--- src/sv/keyboard_decimal_entry_core_defines.svh ---
// Assertion macros for the keyboard decimal entry modules, used by kde_entry.
`ifndef KEYBOARD_DECIMAL_ENTRY_CORE_DEFINES_SVH
`define KEYBOARD_DECIMAL_ENTRY_CORE_DEFINES_SVH

// Same-cycle implication, checked outside reset.
`define KDE_ASSERT_NOW(label, clk, rst_n, ante, cons) \
    label: assert property (@(posedge clk) disable iff (!rst_n) (ante) |-> (cons)) \
        else $error("keyboard decimal entry: same-cycle check failed");

// Next-cycle implication, checked outside reset.
`define KDE_ASSERT_NEXT(label, clk, rst_n, ante, cons) \
    label: assert property (@(posedge clk) disable iff (!rst_n) (ante) |=> (cons)) \
        else $error("keyboard decimal entry: next-cycle check failed");

`endif

--- src/sv/kde_pkg.sv ---
`default_nettype none

package kde_pkg;

    localparam int unsigned KDE_CODE_W     = 8;
    localparam int unsigned KDE_ROW_W      = 5;
    localparam int unsigned KDE_COL_W      = 7;
    localparam int unsigned KDE_CHAR_W     = 8;
    localparam int unsigned KDE_ADDR_W     = 12;
    localparam int unsigned KDE_VALUE_W    = 32;
    localparam int unsigned KDE_COUNT_W    = 4;
    localparam int unsigned KDE_DIGIT_W    = 4;
    localparam int unsigned KDE_CFG_DATA_W = 7;
    localparam int unsigned KDE_CFG_IDX_W  = 1;

    // Entry ends when this many slots have been used.
    localparam int unsigned KDE_MAX_SLOTS      = 10;
    // Text cells per screen row.
    localparam int unsigned KDE_SCREEN_COLUMNS = 80;

    localparam logic [KDE_COL_W-1:0] KDE_START_COLUMN_RESET = KDE_COL_W'(10);

    // Configuration register indexes.
    typedef enum logic [KDE_CFG_IDX_W-1:0] {
        CFG_TEXT_ROW     = 1'b0,
        CFG_START_COLUMN = 1'b1
    } t_cfg_index;

    // One result transaction.
    typedef struct packed {
        logic                   echo_valid;
        logic [KDE_CHAR_W-1:0]  echo_char;
        logic [KDE_ADDR_W-1:0]  echo_address;
        logic                   entry_done;
        logic [KDE_VALUE_W-1:0] entered_value;
    } t_kde_result;

endpackage

`default_nettype wire

--- src/sv/keyboard_decimal_entry_core.sv ---
`default_nettype none
// Channel   Direction  Handshake              Payload
// in        input      i_in_valid/o_in_stall  i_scan_code
// out       output     o_out_valid/i_out_stall o_echo_*, o_entry_done, o_entered_value
// cfg       input      i_cfg_wr_en            i_cfg_index, i_cfg_data
//
// Every scan code that is taken yields one result transaction: the byte is
// held in the input register, then passes through the step logic into the
// result register. A new byte can be taken every cycle while o_in_stall is low.
// Reset (synchronous, active low) clears the entry state and both valid flags,
// and sets the row to 0 and the start column to 10.
// A stall on the output holds the result register; the input register then
// fills and o_in_stall rises in the same cycle.

module keyboard_decimal_entry_core (
    input  wire logic                               i_clk,
    input  wire logic                               i_rst_n,
    input  wire logic                               i_in_valid,
    output logic                                    o_in_stall,
    input  wire logic [kde_pkg::KDE_CODE_W-1:0]     i_scan_code,
    output logic                                    o_out_valid,
    input  wire logic                               i_out_stall,
    output logic                                    o_echo_valid,
    output logic [kde_pkg::KDE_CHAR_W-1:0]          o_echo_char,
    output logic [kde_pkg::KDE_ADDR_W-1:0]          o_echo_address,
    output logic                                    o_entry_done,
    output logic [kde_pkg::KDE_VALUE_W-1:0]         o_entered_value,
    input  wire logic                               i_cfg_wr_en,
    input  wire logic [kde_pkg::KDE_CFG_IDX_W-1:0]  i_cfg_index,
    input  wire logic [kde_pkg::KDE_CFG_DATA_W-1:0] i_cfg_data
);
    import kde_pkg::*;

    // Config regs: the user must change them only while the block is idle; not enforced.
    logic [KDE_ROW_W-1:0] r_text_row;
    logic [KDE_COL_W-1:0] r_start_column;

    always_ff @(posedge i_clk) begin
        if (!i_rst_n) begin
            r_text_row     <= '0;
            r_start_column <= KDE_START_COLUMN_RESET;
        end else if (i_cfg_wr_en) begin
            unique case (t_cfg_index'(i_cfg_index))
                CFG_TEXT_ROW:     r_text_row     <= i_cfg_data[KDE_ROW_W-1:0];
                CFG_START_COLUMN: r_start_column <= i_cfg_data[KDE_COL_W-1:0];
                default:          ;
            endcase
        end
    end

    // Input register. A held byte moves on whenever the result register is
    // empty or is being read out in this cycle.
    logic                  r_in_valid;
    logic [KDE_CODE_W-1:0] r_in_code;
    logic                  out_valid;
    logic                  advance;
    logic                  in_take;
    t_kde_result           step_result;
    t_kde_result           out_result;

    assign advance    = r_in_valid && (!out_valid || !i_out_stall);
    assign o_in_stall = r_in_valid && !advance;
    assign in_take    = i_in_valid && !o_in_stall;

    always_ff @(posedge i_clk) begin
        if (!i_rst_n) begin
            r_in_valid <= 1'b0;
        end else if (in_take) begin
            r_in_valid <= 1'b1;
        end else if (advance) begin
            r_in_valid <= 1'b0;
        end
    end

    always_ff @(posedge i_clk) begin
        if (in_take) begin
            r_in_code <= i_scan_code;
        end
    end

    // The entry state advances exactly when its result is loaded.
    kde_entry u_entry (
        .i_clk          (i_clk),
        .i_rst_n        (i_rst_n),
        .i_step         (advance),
        .i_code         (r_in_code),
        .i_text_row     (r_text_row),
        .i_start_column (r_start_column),
        .o_result       (step_result)
    );

    kde_out_reg u_out_reg (
        .i_clk       (i_clk),
        .i_rst_n     (i_rst_n),
        .i_load      (advance),
        .i_result    (step_result),
        .i_out_stall (i_out_stall),
        .o_out_valid (out_valid),
        .o_result    (out_result)
    );

    assign o_out_valid     = out_valid;
    assign o_echo_valid    = out_result.echo_valid;
    assign o_echo_char     = out_result.echo_char;
    assign o_echo_address  = out_result.echo_address;
    assign o_entry_done    = out_result.entry_done;
    assign o_entered_value = out_result.entered_value;

endmodule

`default_nettype wire

--- src/sv/kde_entry.sv ---
`default_nettype none
`include "keyboard_decimal_entry_core_defines.svh"

// Entry state and the per-byte step: break skipping, digit decode, echo
// address, accumulation and slot counting.
module kde_entry (
    input  wire logic                          i_clk,
    input  wire logic                          i_rst_n,
    input  wire logic                          i_step,
    input  wire logic [kde_pkg::KDE_CODE_W-1:0] i_code,
    input  wire logic [kde_pkg::KDE_ROW_W-1:0]  i_text_row,
    input  wire logic [kde_pkg::KDE_COL_W-1:0]  i_start_column,
    output kde_pkg::t_kde_result               o_result
);
    import kde_pkg::*;

    localparam logic [KDE_CODE_W-1:0]  CODE_BREAK = KDE_CODE_W'(240);
    localparam logic [KDE_CODE_W-1:0]  CODE_ENTER = KDE_CODE_W'(90);
    localparam logic [KDE_CHAR_W-1:0]  CHAR_ZERO  = KDE_CHAR_W'(48);
    localparam logic [KDE_COUNT_W-1:0] SLOT_LIMIT = KDE_COUNT_W'(KDE_MAX_SLOTS);
    localparam logic [KDE_ADDR_W-1:0]  ROW_PITCH  = KDE_ADDR_W'(KDE_SCREEN_COLUMNS);

    logic                   r_break_pending, n_break_pending;
    logic [KDE_COUNT_W-1:0] r_slots_used, n_slots_used;
    logic [KDE_COUNT_W-1:0] r_digits_typed, n_digits_typed;
    logic [KDE_VALUE_W-1:0] r_running_value, n_running_value;

    logic                   is_digit;
    logic [KDE_DIGIT_W-1:0] digit;
    t_kde_result            result;

    // Set-2 make codes of the main-row digit keys.
    always_comb begin
        is_digit = 1'b1;
        digit    = '0;
        unique case (i_code)
            KDE_CODE_W'(69): digit = KDE_DIGIT_W'(0);
            KDE_CODE_W'(22): digit = KDE_DIGIT_W'(1);
            KDE_CODE_W'(30): digit = KDE_DIGIT_W'(2);
            KDE_CODE_W'(38): digit = KDE_DIGIT_W'(3);
            KDE_CODE_W'(37): digit = KDE_DIGIT_W'(4);
            KDE_CODE_W'(46): digit = KDE_DIGIT_W'(5);
            KDE_CODE_W'(54): digit = KDE_DIGIT_W'(6);
            KDE_CODE_W'(61): digit = KDE_DIGIT_W'(7);
            KDE_CODE_W'(62): digit = KDE_DIGIT_W'(8);
            KDE_CODE_W'(70): digit = KDE_DIGIT_W'(9);
            default:         is_digit = 1'b0;
        endcase
    end

    always_comb begin
        n_break_pending = r_break_pending;
        n_slots_used    = r_slots_used;
        n_digits_typed  = r_digits_typed;
        n_running_value = r_running_value;
        result          = '0;

        if (r_break_pending) begin
            n_break_pending = 1'b0;
        end else if (i_code == CODE_BREAK) begin
            n_break_pending = 1'b1;
        end else if (i_code == CODE_ENTER) begin
            result.entry_done = 1'b1;
        end else begin
            if (is_digit) begin
                result.echo_valid   = 1'b1;
                result.echo_char    = CHAR_ZERO + KDE_CHAR_W'(digit);
                result.echo_address = KDE_ADDR_W'(i_text_row) * ROW_PITCH
                                    + KDE_ADDR_W'(i_start_column)
                                    + KDE_ADDR_W'(r_digits_typed);
                // value * 10 as two shifts and an add.
                n_running_value = (r_running_value << 3) + (r_running_value << 1)
                                + KDE_VALUE_W'(digit);
                n_digits_typed  = r_digits_typed + KDE_COUNT_W'(1);
            end
            n_slots_used = r_slots_used + KDE_COUNT_W'(1);
            if (n_slots_used >= SLOT_LIMIT) begin
                result.entry_done = 1'b1;
            end
        end

        if (result.entry_done) begin
            result.entered_value = n_running_value;
            n_break_pending      = 1'b0;
            n_slots_used         = '0;
            n_digits_typed       = '0;
            n_running_value      = '0;
        end
    end

    always_ff @(posedge i_clk) begin
        if (!i_rst_n) begin
            r_break_pending <= 1'b0;
            r_slots_used    <= '0;
            r_digits_typed  <= '0;
            r_running_value <= '0;
        end else if (i_step) begin
            r_break_pending <= n_break_pending;
            r_slots_used    <= n_slots_used;
            r_digits_typed  <= n_digits_typed;
            r_running_value <= n_running_value;
        end
    end

    assign o_result = result;

    `KDE_ASSERT_NOW(a_slots_below_limit, i_clk, i_rst_n, 1'b1, r_slots_used < SLOT_LIMIT)
    `KDE_ASSERT_NOW(a_digits_within_slots, i_clk, i_rst_n, 1'b1, r_digits_typed <= r_slots_used)
    `KDE_ASSERT_NOW(a_no_echo_after_break, i_clk, i_rst_n, r_break_pending, !result.echo_valid && !result.entry_done)
    `KDE_ASSERT_NEXT(a_done_clears_entry, i_clk, i_rst_n, i_step && result.entry_done, r_slots_used == '0 && r_running_value == '0 && !r_break_pending)

endmodule

`default_nettype wire

--- src/sv/kde_out_reg.sv ---
`default_nettype none

// Result register: loads a new result on i_load, which the core raises only when the
// slot is free or being emptied, and holds it while the consumer stalls.
module kde_out_reg (
    input  wire logic                 i_clk,
    input  wire logic                 i_rst_n,
    input  wire logic                 i_load,
    input  kde_pkg::t_kde_result      i_result,
    input  wire logic                 i_out_stall,
    output logic                      o_out_valid,
    output kde_pkg::t_kde_result      o_result
);
    import kde_pkg::*;

    logic        r_valid;
    t_kde_result r_result;

    always_ff @(posedge i_clk) begin
        if (!i_rst_n) begin
            r_valid <= 1'b0;
        end else if (i_load) begin
            r_valid <= 1'b1;
        end else if (!i_out_stall) begin
            r_valid <= 1'b0;
        end
    end

    always_ff @(posedge i_clk) begin
        if (i_load) begin
            r_result <= i_result;
        end
    end

    assign o_out_valid = r_valid;
    assign o_result    = r_result;

endmodule

`default_nettype wire
--- config.mk ---
export PLATFORM = sky130hd
export DESIGN_NAME = keyboard_decimal_entry_core
export DESIGN_NICKNAME = d
export VERILOG_FILES = /design/src/sv/kde_pkg.sv /design/src/sv/keyboard_decimal_entry_core.sv /design/src/sv/kde_entry.sv /design/src/sv/kde_out_reg.sv
export VERILOG_INCLUDE_DIRS = /design/src /design/src/sv
export SDC_FILE = /design/constraint.sdc
export NUM_CORES = 1
export LEC_CHECK = 0
export ABC_CLOCK_PERIOD_IN_PS = 5020
export BUFFER_PORTS_ARGS = -buffer_cell sky130_fd_sc_hd__buf_2
export CAP_MARGIN = 20
export CORE_UTILIZATION = 35
export CTS_CLUSTER_SIZE = 25
export DETAILED_ROUTE_END_ITERATION = 10
export SYNTH_ARGS = -nofsm -noshare
export SYNTH_HDL_FRONTEND = slang
export SYNTH_SLANG_ARGS = --single-unit
--- constraint.sdc ---
create_clock -name i_clk -period 5.02 [get_ports i_clk]
set_input_delay 1.004 -clock i_clk [delete_from_list [all_inputs] [get_ports i_clk]]
set_output_delay 1.004 -clock i_clk [all_outputs]
set_load 0.01 [all_outputs]
==> flow_summary.yaml <==
worst_setup_path:
  critPathMaxFanout: 7
  worst_path_largest_cell_delay_ns: 0.62
  r2r_start: "r_in_code[6]"
  path_common_cell: "nand3_1"
  regToRegSetupSlack_ns: 0.67
  crit_chain: "nor3b_1, nand3_1, nand2_1, nand3_1, fa_1, inv_1, ha_1, a211oi_2, o211ai_1, a22o_2, o41ai_4, o21ai_4, a21oi_2, nor4_1, a221o_1"
  cp.arrival_ns: 4.52
  worstReg2RegEnd: "u_out_reg.o_result[25]"
  required_ns: 5.19
  critical_path.slowest_cell: "fa_1"
  crit_type: "register to register"
  end_kind: "register"
  r2r_cells: 15
  startpoint_type: "register"
drt:
  drt-pass1-iter-count: 4
  wl_per_cell_um: 15.1
  viasPerCell: 5.16
  ant_nets: 0
  drc: 0
  num_vias: 5694
  drt_iter0_markers: 314
  routed_wirelength_um: 16600
min_path:
  worstHoldPathType: "register to register"
  worstHoldPathCells: 2
  min_to: "u_entry.r_running_value[31]"
  worstHoldStart: "u_entry.r_running_value[31]"
floorplanning:
  die_area_mm2: 0.0214
  pin_count: 77
  row_count: 52
  core-area_mm2: 0.0203
  die_h_um: 146
  initial_core_util_pct: 35.9
  die_w_um: 146
cts:
  cts_sinks: 114
  h-tree-depth: 4
  ctsLongestPathBuffers: 2
  numCtsBuffers: 17
  cts_hold_buf: 0
  cts_root_buf: "clkbuf_16"
  worstSkewPairLatency_ns: 0.42
  cts_tree: "yes"
  cts_resized: 0
  postCtsSetupRepairBufs: 0
  path_clk_slew_ns: 0.06
synth:
  seq_area_frac_synth_pct: 39.5
  netlist_area_mm2: 0.00728
  synth_most_common_cell: "nand2_1"
  synth_top_area_cell: "edfxtp_1"
  yosys_warnings: 0
  synth_ff_type: "edfxtp_1"
  synth_edf_count: 59
  postSynthCellCount: 762
  syn_area_per_cell_um2: 9.56
  async_flop_share_pct: 0
  netlist_top_cells_area: "edfxtp_1 24%, dfxtp_1 15%, ha_1 13%"
  ys_top_cells_by_count: "92 x nand2_1, 74 x ha_1, 59 x edfxtp_1"
  yosysTopAreaCellShare_pct: 24.3
  synthDistinctLibCells: 76
  yosys_register_bits: 114
global_route:
  grt_pass1_vias: 5582
  grt_pass1_wl_um: 27900
  grt_max_degree: 48
  track_usage_pct: 16.4
  gr-total-overflow: 0
  antenna_found_initial: 0
cells_and_area:
  drive_gt1_share_pct: 16.1
  synthToLayoutAreaGrowth_pct: 15.5
  design_area_mm2: 0.00841
  register_area_mm2: 0.00287
  diodes: 0
  n_fill_cell: 2032
  multi_input_area_mm2: 0.00412
  final_nets: 920
timing:
  finalHoldViolCount: 0
  finalSetupTns_ns: 0
  fin_worst_skew_ns: 0.0105
  min_period_over_period_pct: 86.6
  worstMarginPinSlew_ns: 0.929
  max_clock_freq_mhz: 230
  maxSlewViolCount: 0
  rsz0062_at_grt: "no"
  relSlewSlack_pct: 38.1
  setup_viol: 0
  min_period_ns: 4.35
pwr:
  leakage_nw: 3.61
  power.density_mw_per_mm2: 275
  peakVddDrop_v: 0.000261
placed_design:
  placed_area_mm2: 0.00783
  dp_hpwl_um: 11700
  port_buffers: 74
  gp_congestion: 0.866
outcome:
  outcome: "finished clean"
run:
  max_cap_viol_count: 0
sequential cells by signal, summed over array words and instances (netlist names):
register and count:
u_entry.r_break_pending 1, u_entry.r_slots_used 4, u_out_reg.o_out_valid 1, u_out_reg.o_result 51, u_entry.r_digits_typed 4, r_start_column 7, u_entry.r_running_value 32, r_in_code 8
r_in_valid 1, r_text_row 5
per-stage QoR:
step                power (W)  std cells  util [%]  worst slack [ns]  hold slack, ns
floorplan             0.00112        763         -              1.14           0.429
global placement      0.00117       1072      38.6             0.782           0.442
detailed placement    0.00117       1072      38.6             0.730           0.443
CTS                   0.00235       1104      41.4             0.702           0.450
global route          0.00240       1104      41.4             0.363           0.467
finish                0.00232       1104      41.4             0.673           0.452
worst max-delay path by stage:
| stage | cells past startpoint | slack [ns] | startpoint | endpoint |
|---|---|---|---|---|
| after floorplan | 15 | 1.14 | r_in_code[6] | u_out_reg.o_result[25] |
| after global placement | 15 | 0.78 | r_in_code[6] | u_out_reg.o_result[25] |
| after detailed placement | 15 | 0.73 | r_in_code[6] | u_out_reg.o_result[25] |
| after CTS | 15 | 0.70 | r_in_code[6] | u_out_reg.o_result[25] |
| after global routing | 15 | 0.36 | r_in_code[6] | u_out_reg.o_result[25] |
| final | 15 | 0.67 | r_in_code[6] | u_out_reg.o_result[25] |
metal layers:
layer / GRT usage, % / part of all wire [%]
met1: 21.1 / 48
met2: 27.0 / 47
met3: 3.59 / 3.3
met4: 5.68 / 1.5
met5: 0 / 0
cell usage in the layout, fill, tap and decap left out, types with 21 or more instances in the layout:
master / n
a21o_1: 21
a21oi_1: 48
buf_2: 74
dfxtp_1: 55
edfxtp_1: 59
ha_1: 74
nand2_1: 92
nand3_1: 24
nor2_1: 34
nor2b_1: 38
o21ai_0: 36
xnor2_1: 27
layout make-up:
| cell class | count | area share (%) |
|---|---|---|
| well taps | 270 | 4.02 |
| clock buffers | 20 | 5.82 |
| flip-flops and latches | 114 | 34.2 |
| clock inverters | 12 | 1.12 |
| multi-input cells | 586 | 49.0 |
| inverters | 23 | 1.03 |
| repair buffers | 79 | 4.85 |
worst max-delay path: cells and delay by family, from the launching register on:
kind / cells / cell delay (ns)
AO/OA/AOI/OAI: 7 / 1.78
adder cells (fa/ha/maj): 2 / 0.93
AND/OR/NAND/NOR: 5 / 0.85
flip-flops: 1 / 0.48
buffers and inverters: 1 / 0.06
logic make-up after synthesis:
family	Yosys count	share of synthesized area [%]
AOI/OAI and AO/OA	197	18.6
xor gates and xnor gates	43	5.17
adders and majority gates	78	13.8
buffers and inverters	63	3.99
DFF	114	39.5
muxes	7	0.962
other	1	0.0515
and+or+nand+nor	259	18.0
report_power, final:
part           leakage [nW]  internal [W]  switching (W)
logic                  2.31     0.0000481      0.0000751
registers              1.01       0.00101      0.0000162
clock network         0.292      0.000709       0.000462
Note: power is estimated with default switching activity, not from simulation.
